--- src/sv/json_string_unescape_utf8_unit_defines.svh ---
// Assertion macros shared by the JSON string unescape unit.
// Depends on nothing; the including module must provide clk and rst_n.
`ifndef JSON_STRING_UNESCAPE_UTF8_UNIT_DEFINES_SVH
`define JSON_STRING_UNESCAPE_UTF8_UNIT_DEFINES_SVH

// Checks that the consequent holds in the same cycle as the antecedent.
`define JSU_ASSERT_SAME(lbl, ante, cons, msg) \
    lbl: assert property (@(posedge clk) disable iff (!rst_n) (ante) |-> (cons)) \
        else $error(msg);

// Checks that the consequent holds in the cycle after the antecedent.
`define JSU_ASSERT_NEXT(lbl, ante, cons, msg) \
    lbl: assert property (@(posedge clk) disable iff (!rst_n) (ante) |=> (cons)) \
        else $error(msg);

`endif

--- src/sv/jsu_pkg.sv ---
// Shared types and constants of the JSON string unescape unit.
// Used by the front end, the job queue, the back end and the top level.
package jsu_pkg;

    typedef struct packed {
        logic       kind;
        logic [7:0] in_byte;
    } item_t;

    typedef struct packed {
        logic [7:0] out_byte;
        logic       has_byte;
        logic       last;
        logic       string_done;
        logic [3:0] error_code;
    } result_t;

    // One classified input word; utf8 set means cp is expanded to 1 to 4 bytes.
    typedef struct packed {
        logic        utf8;
        logic [20:0] cp;
        logic        has_byte;
        logic        string_done;
        logic [3:0]  error_code;
    } job_t;

    localparam int QDepth = 4;
    localparam int QAddrW = $clog2(QDepth);

    localparam logic [3:0] ERR_NONE         = 4'd0;
    localparam logic [3:0] ERR_NO_QUOTE     = 4'd1;
    localparam logic [3:0] ERR_CONTROL      = 4'd2;
    localparam logic [3:0] ERR_BAD_ESCAPE   = 4'd3;
    localparam logic [3:0] ERR_BAD_HEX      = 4'd4;
    localparam logic [3:0] ERR_NO_LOW_ESC   = 4'd5;
    localparam logic [3:0] ERR_BAD_LOW      = 4'd6;
    localparam logic [3:0] ERR_LONE_LOW     = 4'd7;
    localparam logic [3:0] ERR_UNTERMINATED = 4'd8;

endpackage

--- src/sv/jsu_front.sv ---
// Front end of the JSON string unescape unit: accepts input words, runs the
// string parser state machine and pushes one classified job per word.
// Depends on jsu_pkg.
module jsu_front (
    input  logic          clk,
    input  logic          rst_n,
    input  logic          item_valid,
    output logic          item_stall,
    input  jsu_pkg::item_t item,
    input  logic          q_full,
    output logic          push,
    output jsu_pkg::job_t  job
);
    import jsu_pkg::*;

    localparam logic [7:0] CH_QUOTE  = 8'h22;
    localparam logic [7:0] CH_BSLASH = 8'h5c;
    localparam logic [7:0] CH_SLASH  = 8'h2f;
    localparam logic [7:0] CH_B      = 8'h62;
    localparam logic [7:0] CH_F      = 8'h66;
    localparam logic [7:0] CH_N      = 8'h6e;
    localparam logic [7:0] CH_R      = 8'h72;
    localparam logic [7:0] CH_T      = 8'h74;
    localparam logic [7:0] CH_U      = 8'h75;
    localparam logic [7:0] CH_SPACE  = 8'h20;

    typedef enum logic [2:0] {
        PH_IDLE,
        PH_BODY,
        PH_ESC,
        PH_HEX1,
        PH_WANT_BS,
        PH_WANT_U,
        PH_HEX2,
        PH_HALT
    } phase_t;

    phase_t      phase_reg, phase_next;
    logic [1:0]  cnt_reg, cnt_next;
    logic [11:0] acc_reg, acc_next;
    logic [9:0]  first_reg, first_next;
    logic [4:0]  hex;
    logic [15:0] unit;
    logic [7:0]  c;

    function automatic logic [4:0] hex_decode(input logic [7:0] ch);
        logic [4:0] r;
        r = '0;
        if (ch inside {[8'h30:8'h39]}) begin
            r = {1'b1, ch[3:0]};
        end
        else if (ch inside {[8'h41:8'h46], [8'h61:8'h66]}) begin
            r = {1'b1, ch[3:0] + 4'd9};
        end
        return r;
    endfunction

    assign item_stall = q_full;
    assign push       = item_valid && !q_full;
    assign c          = item.in_byte;
    assign hex        = hex_decode(c);
    assign unit       = {acc_reg, hex[3:0]};

    always_comb
    begin
        phase_next = phase_reg;
        cnt_next   = cnt_reg;
        acc_next   = acc_reg;
        first_next = first_reg;
        job        = '0;
        if (item.kind) begin
            phase_next = PH_IDLE;
            cnt_next   = '0;
            acc_next   = '0;
            first_next = '0;
            if (phase_reg != PH_HALT) begin
                job.error_code = ERR_UNTERMINATED;
            end
        end
        else begin
            case (phase_reg)
                PH_IDLE:
                begin
                    if (c != CH_QUOTE) begin
                        phase_next     = PH_HALT;
                        job.error_code = ERR_NO_QUOTE;
                    end
                    else begin
                        phase_next = PH_BODY;
                    end
                end
                PH_BODY:
                begin
                    if (c == CH_QUOTE) begin
                        phase_next      = PH_HALT;
                        job.string_done = 1'b1;
                    end
                    else if (c < CH_SPACE) begin
                        phase_next     = PH_HALT;
                        job.error_code = ERR_CONTROL;
                    end
                    else if (c == CH_BSLASH) begin
                        phase_next = PH_ESC;
                    end
                    else begin
                        job.has_byte = 1'b1;
                        job.cp       = {13'd0, c};
                    end
                end
                PH_ESC:
                begin
                    phase_next   = PH_BODY;
                    job.has_byte = 1'b1;
                    case (c)
                        CH_QUOTE, CH_BSLASH, CH_SLASH: job.cp = {13'd0, c};
                        CH_B: job.cp = 21'h08;
                        CH_F: job.cp = 21'h0c;
                        CH_N: job.cp = 21'h0a;
                        CH_R: job.cp = 21'h0d;
                        CH_T: job.cp = 21'h09;
                        CH_U:
                        begin
                            phase_next   = PH_HEX1;
                            job.has_byte = 1'b0;
                            cnt_next     = '0;
                            acc_next     = '0;
                        end
                        default:
                        begin
                            phase_next     = PH_HALT;
                            job.has_byte   = 1'b0;
                            job.error_code = ERR_BAD_ESCAPE;
                        end
                    endcase
                end
                PH_HEX1, PH_HEX2:
                begin
                    if (!hex[4]) begin
                        phase_next     = PH_HALT;
                        job.error_code = ERR_BAD_HEX;
                    end
                    else begin
                        acc_next = unit[11:0];
                        if (cnt_reg != 2'd3) begin
                            cnt_next = cnt_reg + 2'd1;
                        end
                        else begin
                            cnt_next = '0;
                            if (phase_reg == PH_HEX1) begin
                                if (unit inside {[16'hd800:16'hdbff]}) begin
                                    first_next = unit[9:0];
                                    phase_next = PH_WANT_BS;
                                end
                                else if (unit inside {[16'hdc00:16'hdfff]}) begin
                                    phase_next     = PH_HALT;
                                    job.error_code = ERR_LONE_LOW;
                                end
                                else begin
                                    phase_next = PH_BODY;
                                    job.utf8   = 1'b1;
                                    job.cp     = {5'd0, unit};
                                end
                            end
                            else begin
                                if (!(unit inside {[16'hdc00:16'hdfff]})) begin
                                    phase_next     = PH_HALT;
                                    job.error_code = ERR_BAD_LOW;
                                end
                                else begin
                                    phase_next = PH_BODY;
                                    job.utf8   = 1'b1;
                                    job.cp     = 21'h10000 + {1'b0, first_reg, unit[9:0]};
                                end
                            end
                        end
                    end
                end
                PH_WANT_BS:
                begin
                    if (c != CH_BSLASH) begin
                        phase_next     = PH_HALT;
                        job.error_code = ERR_NO_LOW_ESC;
                    end
                    else begin
                        phase_next = PH_WANT_U;
                    end
                end
                PH_WANT_U:
                begin
                    if (c != CH_U) begin
                        phase_next     = PH_HALT;
                        job.error_code = ERR_NO_LOW_ESC;
                    end
                    else begin
                        phase_next = PH_HEX2;
                        cnt_next   = '0;
                        acc_next   = '0;
                    end
                end
                default:
                begin
                    phase_next = PH_HALT;
                end
            endcase
        end
    end

    always_ff @(posedge clk or negedge rst_n)
    begin
        if (!rst_n) begin
            phase_reg <= PH_IDLE;
            cnt_reg   <= '0;
            acc_reg   <= '0;
            first_reg <= '0;
        end
        else if (push) begin
            phase_reg <= phase_next;
            cnt_reg   <= cnt_next;
            acc_reg   <= acc_next;
            first_reg <= first_next;
        end
    end

endmodule

--- src/sv/jsu_queue.sv ---
// Short job queue between the front end and the back end.
// Depends on jsu_pkg.
module jsu_queue (
    input  logic          clk,
    input  logic          rst_n,
    input  logic          push,
    input  jsu_pkg::job_t  push_job,
    output logic          full,
    input  logic          pop,
    output logic          head_valid,
    output jsu_pkg::job_t  head
);
    import jsu_pkg::*;

    job_t               slot_reg [QDepth];
    logic [QAddrW-1:0]  wr_ptr_reg, rd_ptr_reg;
    logic [QAddrW:0]    count_reg, count_next;

    assign full       = (count_reg == QDepth[QAddrW:0]);
    assign head_valid = (count_reg != '0);
    assign head       = slot_reg[rd_ptr_reg];

    always_comb
    begin
        count_next = count_reg;
        if (push && !pop) begin
            count_next = count_reg + 1'b1;
        end
        else if (pop && !push) begin
            count_next = count_reg - 1'b1;
        end
    end

    always_ff @(posedge clk)
    begin
        if (push) begin
            slot_reg[wr_ptr_reg] <= push_job;
        end
    end

    always_ff @(posedge clk or negedge rst_n)
    begin
        if (!rst_n) begin
            wr_ptr_reg <= '0;
            rd_ptr_reg <= '0;
            count_reg  <= '0;
        end
        else begin
            count_reg <= count_next;
            if (push) begin
                wr_ptr_reg <= wr_ptr_reg + 1'b1;
            end
            if (pop) begin
                rd_ptr_reg <= rd_ptr_reg + 1'b1;
            end
        end
    end

endmodule

--- src/sv/jsu_back.sv ---
// Back end of the JSON string unescape unit: expands each queued job into
// one to four result words, one per cycle while not stalled, through
// an output register. Depends on jsu_pkg.
module jsu_back (
    input  logic            clk,
    input  logic            rst_n,
    input  logic            head_valid,
    input  jsu_pkg::job_t    head,
    output logic            pop,
    output logic            result_valid,
    input  logic            result_stall,
    output jsu_pkg::result_t result
);
    import jsu_pkg::*;

    logic       out_valid_reg, out_valid_next;
    result_t    out_reg, word;
    logic [1:0] idx_reg, idx_next;
    logic [1:0] len_m1;
    logic       load, word_last;
    logic [20:0] cp;

    assign cp = head.cp;

    always_comb
    begin
        if (cp <= 21'h7f) begin
            len_m1 = 2'd0;
        end
        else if (cp <= 21'h7ff) begin
            len_m1 = 2'd1;
        end
        else if (cp <= 21'hffff) begin
            len_m1 = 2'd2;
        end
        else begin
            len_m1 = 2'd3;
        end
    end

    assign load      = head_valid && (!out_valid_reg || !result_stall);
    assign word_last = !head.utf8 || (idx_reg == len_m1);
    assign pop       = load && word_last;

    always_comb
    begin
        word             = '0;
        word.last        = word_last;
        word.string_done = head.string_done;
        word.error_code  = head.error_code;
        if (head.utf8) begin
            word.has_byte = 1'b1;
            case ({len_m1, idx_reg})
                4'b00_00: word.out_byte = {1'b0, cp[6:0]};
                4'b01_00: word.out_byte = {3'b110, cp[10:6]};
                4'b01_01: word.out_byte = {2'b10, cp[5:0]};
                4'b10_00: word.out_byte = {4'b1110, cp[15:12]};
                4'b10_01: word.out_byte = {2'b10, cp[11:6]};
                4'b10_10: word.out_byte = {2'b10, cp[5:0]};
                4'b11_00: word.out_byte = {5'b11110, cp[20:18]};
                4'b11_01: word.out_byte = {2'b10, cp[17:12]};
                4'b11_10: word.out_byte = {2'b10, cp[11:6]};
                4'b11_11: word.out_byte = {2'b10, cp[5:0]};
                default:  word.out_byte = '0;
            endcase
        end
        else begin
            word.has_byte = head.has_byte;
            word.out_byte = head.has_byte ? cp[7:0] : 8'd0;
        end
    end

    always_comb
    begin
        idx_next       = idx_reg;
        out_valid_next = out_valid_reg && result_stall;
        if (load) begin
            out_valid_next = 1'b1;
            idx_next       = word_last ? 2'd0 : idx_reg + 2'd1;
        end
    end

    always_ff @(posedge clk or negedge rst_n)
    begin
        if (!rst_n) begin
            out_valid_reg <= 1'b0;
            idx_reg       <= '0;
        end
        else begin
            out_valid_reg <= out_valid_next;
            idx_reg       <= idx_next;
        end
    end

    always_ff @(posedge clk)
    begin
        if (load) begin
            out_reg <= word;
        end
    end

    assign result_valid = out_valid_reg;
    assign result       = out_reg;

endmodule

--- src/sv/json_string_unescape_utf8_unit.sv ---
// JSON string unescape unit: takes a quoted JSON string one input word per
// cycle while item_stall is low and returns the unescaped text as UTF-8,
// one result word per byte, with errors and string completion flagged on
// the word's result. The front end accepts one input word every cycle while
// its four-entry job queue has room; each input word yields one result
// word, except a \u escape that completes a code point above 0x7f, which
// yields two to four. The back end sends one result word per cycle while
// result_stall is low, so the sustained rate is one input word per cycle
// when every word gives a single result, and the UTF-8 byte serializer sets
// it otherwise. A word's first result passes through the job queue and then
// the output register. Depends on jsu_pkg and the unit defines.
`include "json_string_unescape_utf8_unit_defines.svh"

module json_string_unescape_utf8_unit (
    input  logic             clk,
    input  logic             rst_n,
    input  logic             item_valid,
    output logic             item_stall,
    input  jsu_pkg::item_t    item,
    output logic             result_valid,
    input  logic             result_stall,
    output jsu_pkg::result_t  result
);
    import jsu_pkg::*;

    logic push, q_full, pop, head_valid;
    job_t push_job, head;

    jsu_front u_front (
        .clk        (clk),
        .rst_n      (rst_n),
        .item_valid (item_valid),
        .item_stall (item_stall),
        .item       (item),
        .q_full     (q_full),
        .push       (push),
        .job        (push_job)
    );

    jsu_queue u_queue (
        .clk        (clk),
        .rst_n      (rst_n),
        .push       (push),
        .push_job   (push_job),
        .full       (q_full),
        .pop        (pop),
        .head_valid (head_valid),
        .head       (head)
    );

    jsu_back u_back (
        .clk          (clk),
        .rst_n        (rst_n),
        .head_valid   (head_valid),
        .head         (head),
        .pop          (pop),
        .result_valid (result_valid),
        .result_stall (result_stall),
        .result       (result)
    );

    `JSU_ASSERT_SAME(a_error_no_byte,
        result_valid && (result.error_code != ERR_NONE),
        !result.has_byte && result.last && !result.string_done,
        "Error word carries a byte or is not last.")
    `JSU_ASSERT_SAME(a_done_is_last,
        result_valid && result.string_done,
        result.last && !result.has_byte,
        "Completion word is not a lone last word.")
    `JSU_ASSERT_NEXT(a_bytes_back_to_back,
        result_valid && !result.last && !result_stall,
        result_valid && result.has_byte,
        "UTF-8 sequence broken by a gap.")

endmodule

--- config.mk ---
export PLATFORM = sky130hd
export DESIGN_NAME = json_string_unescape_utf8_unit
export DESIGN_NICKNAME = d
export VERILOG_FILES = /design/src/sv/jsu_pkg.sv /design/src/sv/jsu_front.sv /design/src/sv/jsu_queue.sv /design/src/sv/jsu_back.sv /design/src/sv/json_string_unescape_utf8_unit.sv
export VERILOG_INCLUDE_DIRS = /design/src /design/src/sv
export SDC_FILE = /design/constraint.sdc
export NUM_CORES = 1
export LEC_CHECK = 0
export CAP_MARGIN = 20
export CORE_ASPECT_RATIO = 1.25
export CORE_MARGIN = 2
export CORE_UTILIZATION = 46
export DETAILED_ROUTE_END_ITERATION = 7
export DONT_BUFFER_PORTS = 1
export GPL_TIMING_DRIVEN = 0
export PLACE_DENSITY_LB_ADDON = 0.2
export SYNTH_ARGS = -nofsm -noshare
export SYNTH_HDL_FRONTEND = slang
export SYNTH_SLANG_ARGS = --single-unit
export TNS_END_PERCENT = 20
--- constraint.sdc ---
create_clock -name clk -period 3.3 [get_ports clk]
set_input_delay 0.495 -clock clk [delete_from_list [all_inputs] [get_ports clk]]
set_output_delay 0.495 -clock clk [all_outputs]
set_load 0.01 [all_outputs]
---- Yosys cells after proc, flatten, opt, wreduce, memory -nomap -nowiden ----
Memory sizes are Yosys's and may differ from the RTL's.
Cells that the tools add are included.
storage, ports and cells
  register bits after elaboration ......... 52
  memory bits (writable) .................. 112
  logic and storage cells ................. 190
  output and inout port bits .............. 17
  memories ................................ 1
  bits of input ports ..................... 13
memory list
  name              depth  width  rd ports  clocked after Yosys merged registers in  write ports  line             text
  u_queue.slot_reg  4      28     1         0                                        1            jsu_queue.sv:15  job_t slot_reg [QDepth];
cells by class
  equality and inequality tests ........... 37
  muxes and demuxes ....................... 78
  add/subtract/negate cells ............... 8
  reduce and logical (&&, ||, !) cells .... 38
  $lt $le $gt $ge ......................... 14
operator list
  cell                                                   count
  two-way mux 22 bit                                     8
  one-hot mux 21 bit (3 select lines)                    1
  two-way mux 10 bit                                     6
  == test 8 x 7 -> 1 bit, second input constant          7
  one-hot mux 8 bit (7 select lines)                     1
  two-way mux 3 bit                                      17
  two-way mux 12 bit                                     4
  one-hot mux 8 bit (6 select lines)                     1
  one-hot mux 12 bit (3 select lines)                    1
  >= comparator 16 bit, second input constant            2
  <= comparator 16 bit, second input constant            2
  == test 4 bit, second input constant                   7
  two-way mux 4 bit                                      7
  two-way mux 24 bit                                     1
  one-hot mux 4 bit (6 select lines)                     1
  two-way mux 2 bit                                      11
  adder 17 x 20 -> 21 bit, first input constant          1
  <= comparator 21 x 11 -> 1 bit, second input constant  1
  <= comparator 21 x 16 -> 1 bit, second input constant  1
  <= comparator 21 x 7 -> 1 bit, second input constant   1
  two-way mux 9 bit                                      2
  one-hot mux 3 bit (6 select lines)                     1
  == test 8 x 6 -> 1 bit, second input constant          2
  >= comparator 8 x 7 -> 1 bit, second input constant    2
  41 further kinds                                       87

---- Longest topological paths before layout ----
  depth in word-level cells ............... 14
  gate-level depth with buffers ........... 15
  depth with buffers taken out ............ 12

---- Cells and area by module ----
From an unflattened synthesis, not the netlist that was laid out.
unflattened totals
  cell total of the unflattened synthesis .. 579
  area total of the unflattened synthesis .. 7886.3 um2
modules (own cells, without submodules)
  module     instances  cells each  seq. area each (um2)  area an instance (um2)
  jsu_queue  1          180         3538.4                4436.8
  jsu_front  1          300         675.6                 2368.5
  jsu_back   1          99          525.5                 1081.0

---- Worst setup path before layout ----
OpenSTA, ideal clock, no wires.
  path type ............................... register to register
  from .................................... reg u_queue.rd_ptr_reg[0]
  to ...................................... reg u_queue.count_reg[1]
  cell stages (with the launch flop) ...... 13
  arrival time ............................ 3.478 ns
  path buffers ............................ 2
  setup time .............................. 0.125 ns
  path slack .............................. -0.303 ns
  period minus slack after synthesis ...... 3.603 ns
  required time ........................... 3.175 ns
  path through ............................ dfrtp_1 -> buf_4 -> buf_2 -> mux4_2 -> nor2_1 -> nand2_1 -> or4_1 -> nand4_1 -> nand2_1 -> ha_1 -> inv_1 -> fa_1 -> mux2_2
RTL lines
  item                    line             text
  start, declared         jsu_queue.sv:16  logic [QAddrW-1:0] wr_ptr_reg, rd_ptr_reg;
  start signal, assigned  jsu_queue.sv:54  rd_ptr_reg <= rd_ptr_reg + 1'b1;
  end signal, assigned    jsu_queue.sv:49  count_reg <= count_next;
  end, declared           jsu_queue.sv:17  logic [QAddrW:0] count_reg, count_next;

==> run summary <==
The start point of the worst hold path was result_stall. The critical path is of the flop to flop type. Across all hold checks on the routed design, the worst slack comes to 0.185 ns. In this run the clock root is driven by a sky130_fd_sc_hd__clkbuf_16. Setup total negative slack on the finished layout was measured at -0.274 ns.

The logs give 0 for the final number of max-transition violations and 27.6 mm for the first-pass GRT wire length. The die footprint was 17900 µm². STA classifies the critical path endpoint as a flop. The number of antenna violations at the first check in global routing is 0. Synthesis inferred 164 register bits.

Of all nets on the critical path, the largest fanout is 4. Setup violations remaining at the end of the flow were counted as 3. Based on the critical path, the design can be clocked at up to 0.292 GHz. The via count of the routed design is 5014.

The final wirelength is 17.5 mm. Summing the areas of all fa, ha and maj instances in the mapped netlist gives 2.84% of the synthesized area. The checks that failed: negative setup slack.

The run gives 5150 µW as the internal power component. Combinational logic burns 34.5% of the power. The tools report the number of inserted diodes as 0. The tools report the setup skew after layout as 0.00799 ns. For this design the total switching power over the nets is 2560 µW.

After synthesis, the netlist uses 62 different library cells. The sum of buffers and inverters on the critical path works out to 3. The run gives 0 as the number of warning messages in the yosys log.

The worst hold path belongs to the class input pin to flop. The most common flop cell mapped by yosys is sky130_fd_sc_hd__edfxtp_1. Buffers inserted during clock tree synthesis total 17. Summing the areas of all and, or, nand and nor instances in the mapped netlist gives 11.5% of the synthesized area. The synthesized design contains 127 enable-type register cells. The number of sinks on the clock net is 164, and the clock network fraction of design power is 26.0%.

The most critical setup path has its startpoint at u_queue.rd_ptr_reg[0]$_DFFE_PN0P_. For the worst setup path, the data arrival time is 3.74 ns. Dividing the detail-routed via count by the number of cells gives 5.86. In this run switching power makes up 33.2% of total power. For the maximum clock insertion buffer count, the log shows 2.

The height of the chip works out to 149 µm. Setup repair after global routing could not meet its margin everywhere. The signal on the critical path passes through buf_16 -> mux4_2 -> or4_4 -> nor2_4 -> buf_4 -> nand4_1 -> nand4_1 -> nand2_2 -> ha_4 -> inv_2 -> fa_2 -> mux2_2. The HPWL after detailed placement was 12.0 mm; the xor/xnor cell area share of the yosys netlist was 1.02%.

The run gives 20.7% as the total routing usage reported by global routing. Before CTS, the worst setup slack after placement is -0.723 ns. The async set-or-reset flop fraction in the synthesized netlist is 22.6%, and the leftover overflow at the end of global routing is 0. Of the synthesized area, sequential elements account for 61.2%. The run finished, with violations left. The number of nets at the end of the flow was 653.

TritonCTS built the clock tree. The worst flop-to-flop path startpoint was u_queue.rd_ptr_reg[0]$_DFFE_PN0P_. The kind of cell with the highest combined delay along the critical path is simple AND/OR/NAND/NOR gates. For the initial standard-cell utilization of the core, the log shows 46.6%. The standard cell area after detailed placement came out at 8090 µm².

The highest-delay cell along the critical path is sky130_fd_sc_hd__or4_4. The tools report the I/O pin count as 30. The total power after layout came out at 7710 µW. The worst slew slack as a fraction of its limit was 42.2%. The transition at the pin with the smallest max-transition slack was 0.867 ns; the via count of the first global-routing pass was 5053. The count of mapped cells out of synthesis was 583.

For the H-tree depth reported by CTS, the log shows 4. For the slack of the critical path, the log shows -0.130 ns. The layout cell share with drive strength beyond 1 was 19.7%; the count of maximum capacitance violations was 0.

For the required time reported for the critical path endpoint, the log shows 3.60 ns. The tools report the worst setup path endpoint as u_queue.count_reg[1]$_DFFE_PN0P_. Before antenna repair, the detailed router went through 6 iterations. Number of core rows: 53. The layout has 1340 filler cells. Measured against the total synthesized area, the mux share comes to 11.2%. The largest family of logic cells by synthesized area was simple AND/OR/NAND/NOR gates. The clock insertion delay at the later pin of the skew report is 0.42 ns. The worst setup path is launched from a flop. Once layout is done, the placed cells without fillers occupy 8970 µm².

Summing the areas of all compound-gate instances in the mapped netlist gives 9.69% of the synthesized area. The logs give 0 for the number of endpoints with negative hold slack in the final report and 474 for the number of DRC markers in iteration 0. Per report_power, the sequential group accounts for 39.5% of the total. After floorplanning, the core was sized to cover 16600 µm².

The die is 120 µm wide. In the final routed layout, each cell accounts on average for 20.4 µm. Dividing total power by cell area gives a power density of 860 nW/µm². In this run the static leakage power is 0.00319 µW.

The cell that appears most often on the critical path is sky130_fd_sc_hd__nand4_1. The mean post-synth cell area is 13.3 µm², and the delay of the slowest cell on the worst path is 0.57 ns. Area added between synthesis and finish: 15.7%. The depth of the most critical reg-to-reg path was 12; the worst-case register-to-register setup slack was -0.13 ns.

Of the available clock period, the critical path in the final layout requires 104%. The clock transition time at the flip-flop clock pins of the worst setup and hold paths works out to 0.06 ns. The register with the most flip-flops in the layout has 112 of them. The number of buffer cells added on primary ports works out to 0. When the netlist entered floorplanning its net count stood at 613. The endpoint identified for the worst register-to-register timing path is u_queue.count_reg[1]$_DFFE_PN0P_.

The cell area that synthesis handed to floorplanning was 7750 µm². The smallest clock period supported by the final layout is computed as 3.43 ns. At the end of routability-driven placement, the weighted congestion stood at 0.892. Total DRC errors in the routed layout: 0. The largest net degree at the start of global routing came out at 38.

The critical path runs through a total of 12 cells. For the maximum ir drop on the vdd rail, the log shows 0.000404 V. Post-detailed-route count of antenna-violating nets: 0.
[power by group through the flow]
stage | Combinational (µW) | Clock (µW) | Sequential (µW)
2_1_floorplan | 1740 | 0 | 3020
3_3_place_gp | 2290 | 0 | 3070
3_5_place_dp | 2340 | 0 | 3090
4_1_cts | 2650 | 2040 | 3050
5_1_grt | 2900 | 2140 | 3090
6_report | 2660 | 2000 | 3040
[final cells by class]
type,count,area [µm²],share of cell area [%]
inverters,27,101,1.13
clock inverters,15,183,2.04
plain buffers,24,139,1.55
flip-flops and latches,164,4740,52.9
repair buffers,21,213,2.37
clock buffers,17,425,4.74
well taps,220,275,3.07
multi-input cells,368,2890,32.2
[how the worst min path moves through the flow]
stage                               endpoint  slack (ns)  cells after the start
2_1_floorplan  u_back.idx_reg[0]$_DFFE_PN0P_        0.20                      0
3_3_place_gp   u_back.idx_reg[1]$_DFFE_PN0P_        0.20                      0
3_5_place_dp   u_back.idx_reg[1]$_DFFE_PN0P_        0.20                      0
4_1_cts        u_back.result_valid$_DFF_PN0_        0.17                      2
5_1_grt        u_back.result_valid$_DFF_PN0_        0.18                      2
6_report       u_back.result_valid$_DFF_PN0_        0.19                      2
[Yosys cell counts (4+ instances only)]
cell | n | area (µm²)
sky130_fd_sc_hd__a211oi_1 | 4 | 30.0
sky130_fd_sc_hd__nand3_1 | 23 | 115
sky130_fd_sc_hd__or3_1 | 5 | 31.3
sky130_fd_sc_hd__mux2_2 | 14 | 158
sky130_fd_sc_hd__nor2b_1 | 10 | 62.6
sky130_fd_sc_hd__nand2b_1 | 8 | 50.1
sky130_fd_sc_hd__xnor2_1 | 6 | 52.6
sky130_fd_sc_hd__nand2_1 | 38 | 143
sky130_fd_sc_hd__nor3b_1 | 5 | 37.5
sky130_fd_sc_hd__clkbuf_1 | 18 | 67.6
sky130_fd_sc_hd__dfrtp_1 | 37 | 926
sky130_fd_sc_hd__o21ai_0 | 34 | 170
sky130_fd_sc_hd__a21oi_1 | 23 | 115
sky130_fd_sc_hd__ha_1 | 16 | 200
sky130_fd_sc_hd__nor2_1 | 43 | 161
sky130_fd_sc_hd__nor3_1 | 9 | 45.0
sky130_fd_sc_hd__mux4_2 | 28 | 631
sky130_fd_sc_hd__or4_1 | 4 | 30.0
sky130_fd_sc_hd__a22oi_1 | 10 | 75.1
sky130_fd_sc_hd__a21o_1 | 5 | 37.5
sky130_fd_sc_hd__inv_1 | 26 | 97.6
sky130_fd_sc_hd__nand4_1 | 4 | 25.0
sky130_fd_sc_hd__mux2i_1 | 6 | 60.1
sky130_fd_sc_hd__a31oi_1 | 7 | 43.8
sky130_fd_sc_hd__edfxtp_1 | 127 | 3810
sky130_fd_sc_hd__nor4_1 | 5 | 31.3
sky130_fd_sc_hd__and2_1 | 8 | 50.1
sky130_fd_sc_hd__a222oi_1 | 4 | 40.0
[cells in the final DEF, fill, tap and decap left out, types with 4 or more instances in the layout]
master / count
sky130_fd_sc_hd__xnor2_1: 6
sky130_fd_sc_hd__a211oi_1: 4
sky130_fd_sc_hd__and2_2: 4
sky130_fd_sc_hd__nor3_1: 8
sky130_fd_sc_hd__clkinv_4: 6
sky130_fd_sc_hd__nand3_1: 23
sky130_fd_sc_hd__buf_4: 16
sky130_fd_sc_hd__mux4_2: 28
sky130_fd_sc_hd__nand2_1: 36
sky130_fd_sc_hd__a22oi_1: 10
sky130_fd_sc_hd__o21ai_0: 34
sky130_fd_sc_hd__edfxtp_1: 127
sky130_fd_sc_hd__mux2i_1: 6
sky130_fd_sc_hd__nor3b_1: 5
sky130_fd_sc_hd__a21o_1: 5
sky130_fd_sc_hd__nor2_1: 42
sky130_fd_sc_hd__nand4_1: 4
sky130_fd_sc_hd__a31oi_1: 7
sky130_fd_sc_hd__ha_1: 15
sky130_fd_sc_hd__nand2b_1: 8
sky130_fd_sc_hd__a21oi_1: 22
sky130_fd_sc_hd__or3_1: 5
sky130_fd_sc_hd__dfrtp_1: 36
sky130_fd_sc_hd__mux2_2: 14
sky130_fd_sc_hd__clkbuf_1: 16
sky130_fd_sc_hd__buf_12: 4
sky130_fd_sc_hd__and2_1: 4
sky130_fd_sc_hd__nor4_1: 4
sky130_fd_sc_hd__clkbuf_16: 17
sky130_fd_sc_hd__a222oi_1: 4
sky130_fd_sc_hd__inv_1: 25
sky130_fd_sc_hd__nor2b_1: 10
[through the flow]
stage	cells	utilization [%]
after floorplan	583	-
after global placement	803	48.5
after detailed placement	804	48.6
after CTS	855	53.8
after global routing	856	53.9
final	856	53.9
[routing by layer]
metal	global-route usage (%)	up-vias	share of wire, %
met5	0	-	0
met3	4.70	31	4.5
li1	-	2307	-
met1	25.0	2530	41
met2	35.8	146	52
met4	8.24	0	2.9
[repair_timing]
item,CTS,global route
pin swaps,10,4
hold buffers,2,0
endpoints found under the hold margin,37,0
resized for setup,14,4
endpoints found under the setup margin,4,3
gates cloned,1,0
setup buffers,16,1
[logic make-up (layout without fill, tap and decap cells)]
group,after synthesis,after routing
and+or+nand+nor,176,176
DFF,164,164
AOI/OAI and AO/OA,116,116
buffers and inverters,51,104
muxes,50,50
adders and majority gates,17,17
xor gates and xnor gates,9,9
(Power assumes the default switching activity.)
